==> config.mk <==
export PLATFORM = sky130hd
export DESIGN_NAME = dtl_cell
export DESIGN_NICKNAME = d
export VERILOG_FILES = /design/src/hw/rtl/dtl_pkg.sv /design/src/hw/rtl/dtl_cell.sv
export SDC_FILE = /design/constraint.sdc
export NUM_CORES = 1
export LEC_CHECK = 0
export BUFFER_PORTS_ARGS = -buffer_cell sky130_fd_sc_hd__buf_2
export CAP_MARGIN = 20
export CORE_AREA = 2 2 380 382
export CTS_CLUSTER_SIZE = 28
export DETAILED_ROUTE_END_ITERATION = 10
export DIE_AREA = 0 0 382 384
export PLACE_DENSITY = 0.32
export SLEW_MARGIN = 0
export SYNTH_ARGS = -nofsm -noshare
export SYNTH_HDL_FRONTEND = slang
export SYNTH_SLANG_ARGS = --single-unit
==> constraint.sdc <==
create_clock -name clk -period 24.7 [get_ports clk]
set_input_delay 1.235 -clock clk [delete_from_list [all_inputs] [get_ports clk]]
set_output_delay 1.235 -clock clk [all_outputs]
set_load 0.05 [all_outputs]
==> src/hw/rtl/dtl_pkg.sv <==
package dtl_pkg;

  localparam int ENTRIES_DEF = 64;
  localparam int KEY_W = 64;
  localparam int TIME_W = 32;
  localparam int HIT_W = 32;
  localparam logic [HIT_W-1:0] HIT_MAX = '1;

  typedef enum logic [1:0] {
    OP_LEARN  = 2'd0,
    OP_RECALL = 2'd1,
    OP_CLEAR  = 2'd2,
    OP_RSVD   = 2'd3
  } op_t;

  typedef enum logic [2:0] {
    OC_UPDATED = 3'd0,
    OC_INSERTED = 3'd1,
    OC_EVICTED = 3'd2,
    OC_MISS = 3'd3,
    OC_CLEARED = 3'd4
  } outcome_t;

  typedef enum logic [1:0] {
    ST_IDLE,
    ST_SCAN,
    ST_SUM,
    ST_DONE
  } state_t;

  typedef struct packed {
    logic [KEY_W-1:0] k0;
    logic [KEY_W-1:0] k1;
    logic [KEY_W-1:0] k2;
    logic [KEY_W-1:0] k3;
    logic [TIME_W-1:0] ts;
    logic [HIT_W-1:0] hits;
    logic valid;
  } entry_t;

  // Control broadcast from the sequencer to every cell.
  typedef struct packed {
    logic clear;
    logic write;
    logic touch;
    logic shift;
  } cell_ctl_t;

endpackage

==> src/hw/rtl/dtl_cell.sv <==
module dtl_cell (
  input  logic                 clk,
  input  logic                 rst,
  input  dtl_pkg::cell_ctl_t   ctl,
  input  logic                 sel,
  input  dtl_pkg::entry_t      wdata,
  input  dtl_pkg::entry_t      prev,
  output dtl_pkg::entry_t      cur
);

  dtl_pkg::entry_t ent;

  always_ff @(posedge clk) begin
    if (rst || ctl.clear) begin
      ent.valid <= 1'b0;
    end else if (ctl.shift) begin
      ent <= prev;
    end else if (ctl.write && sel) begin
      ent <= wdata;
    end else if (ctl.touch && sel) begin
      ent.ts <= wdata.ts;
      if (ent.hits != dtl_pkg::HIT_MAX) begin
        ent.hits <= ent.hits + 1'b1;
      end
    end
  end

  assign cur = ent;

endmodule

# Word-level counts from Yosys, hierarchy flattened
# Cells that the tools add are included.
[op_classes] n_addsub=1 n_eq_ne=1 n_mux=6 n_bitwise=1 n_reduce_logical=9
[ops] operator="321-bit 2-to-1 mux" count=1
[ops] operator="256-bit 2-to-1 mux" count=1
[ops] operator="64-bit 2-to-1 mux" count=2
[ops] operator="32-bit by 1-bit adder with 32-bit output, second input constant" count=1
[ops] operator="32-bit 2-to-1 mux" count=1
[ops] operator="32-bit != test, second input constant" count=1
[ops] operator="3-bit nonzero test" count=2
[ops] operator="2-bit AND reduction" count=2
[ops] operator="3-bit AND reduction" count=1
[ops] operator="1-bit logical AND" count=2
[ops] operator="2-bit nonzero test" count=1
[ops] operator="1-bit logical OR" count=1
[ops] operator="1-bit 2-to-1 mux" count=1
[ops] operator="1-bit inverter" count=1
[word_totals] reg_bits=321 inputBits=649 out_inout_bits=321 wordCells=25

# Longest topological paths before layout
[logic_depth] depth_word=5 mapped_depth=7 mapped_depth_nobuf=6

# Worst setup path after synthesis
# No wires, ideal clock.
[synth_timing] path_kind="input port to flip-flop" from="input ctl[0] (netlist bit)" to="register ent, in the netlist cur[100] (enable)" setup_time_ns=1.190 arrival_ns=19.052 path_slack_ns=4.457 stages=4 path_buffers=2 cell_sequence="clkbuf_1 buf_2 nor2_1 nor3_1"
[synth_between] elab_chain_cells=2
[synth_lines] item="start, declared" line="dtl_cell.sv:4" text="input dtl_pkg::cell_ctl_t ctl,"
[synth_lines] item="2-bit nonzero test (no line)"
[synth_lines] item="2-bit AND reduction (no line)"
[synth_lines] item="end signal, assigned" line="dtl_cell.sv:17" text="ent <= prev;"
[synth_lines] item="end signal, assigned" line="dtl_cell.sv:19" text="ent <= wdata;"
[synth_lines] item="end, declared" line="dtl_cell.sv:11" text="dtl_pkg::entry_t ent;"
# Every way passes these cells.
# A chain may end at the register's enable or synchronous reset.

# Worst setup path in the final report
[layout_timing] from="input sel" to="register ent, in the netlist cur[207] (enable)"
[layout_between] elab_chain_cells=3
[layout_lines] item="start, declared" line="dtl_cell.sv:5" text="input logic sel,"
[layout_lines] item="1-bit logical AND" line="dtl_cell.sv:18" text="end else if (ctl.write && sel) begin"
[layout_lines] item="2-bit nonzero test (no line)"
[layout_lines] item="2-bit AND reduction (no line)"
# Every way passes these cells.

==> metrics <==
status=completed; drt total wl=84.0 mm; worst min path class=register to register; min cycle time layout=4.21 ns; Synth Flop Type=edfxtp_1; vias=11838; Die ar.=147000 um^2; total of hold buffers inserted after clock tree synthesis=0; Syn Nets=1512; Clock Sinks=321; Syn-to-layout area delta=60.3%; Worst Tran Pin Value=1.00 ns; core footprint=143000 um^2; Yosys reg bits=321; sequential area share after synthesis=0.669; Final nets=2492; Clk Latency, worst-skew pair=0.60 ns; critical path peak fanout=60; initial antenna violation count=91; fin. max-slew vios=0; setup TNS=0 ns; Yosys top cell by area=edfxtp_1; area of the multi-input gates=4510 um^2; # Post-CTS Setup Buffers=0; fin crit share=0.170; metal2 WL=41.2 mm; Port Buffer Count=969; Final Skew=0.0102 ns; vias in the first global route=12069; Cells after Synth=862; Post-CTS Resized=0; Max stage delay on crit path=0.77 ns; Clk pwr share=0.416; metal1 wirelength=32.3 mm; post-route ant nets=0; RSZ-0062 raised after global routing=false; H-tree Lvls=2; gp weighted congestion=0.791; crit path cell chain=buf_2 > and2_1 > buf_4 > nor2_1 > nor3_2 > buf_4 > buf_4 > buf_4; Placed Area=21500 um^2; drc violations=0; final instance area=23100 um^2; all-layer global routing usage=0.108; Worst EP arrival=4.44 ns; Worst EP required=24.93 ns; crit path capture=cur[207]$_DFFE_PP_; max layer used=met5; Worst path depth=8; f_max=237 MHz; Mapped Area=14400 um^2; switching power=0.491 mW; Slowest cell on crit path=buf_4; Die X=382 um; Peak supply drop=0.0000401 V; layout cells sized above 1=0.719; Die Ht=384 um; reg2reg start=cur[2]$_DFFE_PP_; R2R depth=6; synth unique cells=39; share of flip-flops with an asynchronous set or reset=0; CTS tree=yes; IO Count=970; Avg WL per Cell=22.1 um; crit-path most repeated cell=buf_4; max-cap check violation count=0; GRT overflow=0; Vias per Instance=3.11; Clock Pin Slew Worst Setup and Hold Paths=0.06 ns; largest net degree at the start of global routing=71; PD cells=70.9 nW/um^2; Buffers & Inverters on Critical Path=5; Largest register FFs=321; 1st-iter DRT viols=512; static leakage=9.19 nW; DRT Pass-1 Iters=5; critical path type=input port to register; Area contributors post-synth=edfxtp_1, mux2_2, xor2_1; Ys Warns=0; Sw Share=0.301; sequential share of power=0.402; first-pass GRT wire length=108 mm; Clock Tree Root=clkbuf_16; worst setup path start=sel; clock tree buffer depth=3; fillcell total=16005; register area=9630 um^2; Gate power share=0.182; Hold Vio Cnt, Final=0; top cell type's share of synthesized area=0.668; Detailed Place HPWL=69.3 mm; met3 wire len=8.13 mm; reg-to-reg slack, setup=21.83 ns; # setup viols final=0; Crit path max-delay family=buffers and inverters; Internal=1.14 mW; Post-synth EDFFs=320; Avg Synthesized Cell Area=16.7 um^2; r2r endpoint=cur[13]$_DFFE_PP_; TritonCTS Buffers=45; Std-Cell Rows=139; Cells on Worst Hold Path=4; Starting Density=0.101; Max-slew headroom=0.331; Critical Path Sink Type=register; startpoint types=input port
synthesized netlist by cell type (2+ instances only):
cell type and number:
clkbuf_1 23, o221ai_1 10, nor3_1 10, xnor2_1 6, inv_1 6, buf_6 2, o21ai_0 6, buf_4 2
nand3_1 11, nor4_4 2, and4_1 4, a21oi_1 9, o21a_1 3, buf_1 4, o31ai_1 5, and3_1 7
xor2_1 21, nand4_1 9, and2_1 3, a221oi_2 2, mux2_2 289, nand2_1 46, mux2i_1 3, a31oi_1 3
buf_2 19, a21o_1 2, edfxtp_1 320, o221ai_2 2, nor2_1 21, a221oi_1 3
metal layers:
layer / GRT usage / vias to the layer above
met3: 0.0449 / 191
li1: - / 5362
met4: 0.0318 / 38
met5: 0 / -
met1: 0.125 / 5615
met2: 0.182 / 632
power by group through the flow:
stage / combinational, mW / clock, mW / sequential [mW]
5_1_grt: 0.316 / 0.727 / 0.661
2_1_floorplan: 0.0655 / 0 / 0.791
3_5_place_dp: 0.303 / 0 / 0.668
4_1_cts: 0.304 / 0.708 / 0.658
3_3_place_gp: 0.305 / 0 / 0.669
6_report: 0.298 / 0.681 / 0.657
cells by family after synthesis:
logic type / share of synthesized area
AND/OR/NAND/NOR: 0.0424
AO/OA/AOI/OAI: 0.0248
XOR/XNOR: 0.0164
buffers and inverters: 0.0178
multiplexers: 0.228
flip-flops: 0.669
adder cells (fa/ha/maj): 0.000870
layout make-up:
class                           count  share of cell area
Sequential cell                   321               0.417
Timing Repair Buffer              983               0.215
Multi-Input combinational cell    485               0.196
Tap cell                         1903               0.103
Clock buffer                       54              0.0512
Clock inverter                     28              0.0136
Antenna cell                       25             0.00271
Inverter                            6            0.000976
metrics by stage:
step | util | instances | power [mW] | hold WS [ns] | setup slack, ns
after floorplan | - | 862 | 0.856 | 0.816 | 4.46
after global placement | 0.151 | 3698 | 0.974 | 0.691 | 19.69
after detailed placement | 0.151 | 3698 | 0.971 | 0.660 | 19.74
after CTS | 0.161 | 3780 | 1.67 | 0.668 | 20.42
after global routing | 0.161 | 3787 | 1.70 | 0.746 | 20.23
final | 0.162 | 3805 | 1.64 | 0.668 | 20.49
layout by cell type (no fill, tap or decap), types with 9 or more instances in the layout:
cell type	netlist	final
edfxtp_1	320	320
nand4_1	9	9
o221ai_1	10	10
clkinv_2	0	9
mux2_2	289	289
a21oi_1	9	9
nand3_1	11	11
nand2_1	46	46
buf_4	2	14
buf_2	19	968
nor2_1	21	21
diode_2	0	25
xor2_1	21	21
clkbuf_16	0	46
how the worst min path moves through the flow:
stage                                   start                  end  slack (ns)
after floorplan           cur[0]$_SDFFE_PN0N_  cur[0]$_SDFFE_PN0N_        0.82
after global placement    cur[0]$_SDFFE_PN0N_  cur[0]$_SDFFE_PN0N_        0.69
after detailed placement  cur[0]$_SDFFE_PN0N_  cur[0]$_SDFFE_PN0N_        0.66
after CTS                 cur[0]$_SDFFE_PN0N_  cur[0]$_SDFFE_PN0N_        0.67
after global routing      cur[0]$_SDFFE_PN0N_  cur[0]$_SDFFE_PN0N_        0.75
final                     cur[0]$_SDFFE_PN0N_  cur[0]$_SDFFE_PN0N_        0.67
tightest hold or removal path: stages, from the launching register on:
cell     delay (ns)
dfxtp_1        0.32
nand2_1        0.05
a21oi_1        0.07
a21oi_1        0.13
nor3_1         0.06
Power figures use the tool's default switching activity.
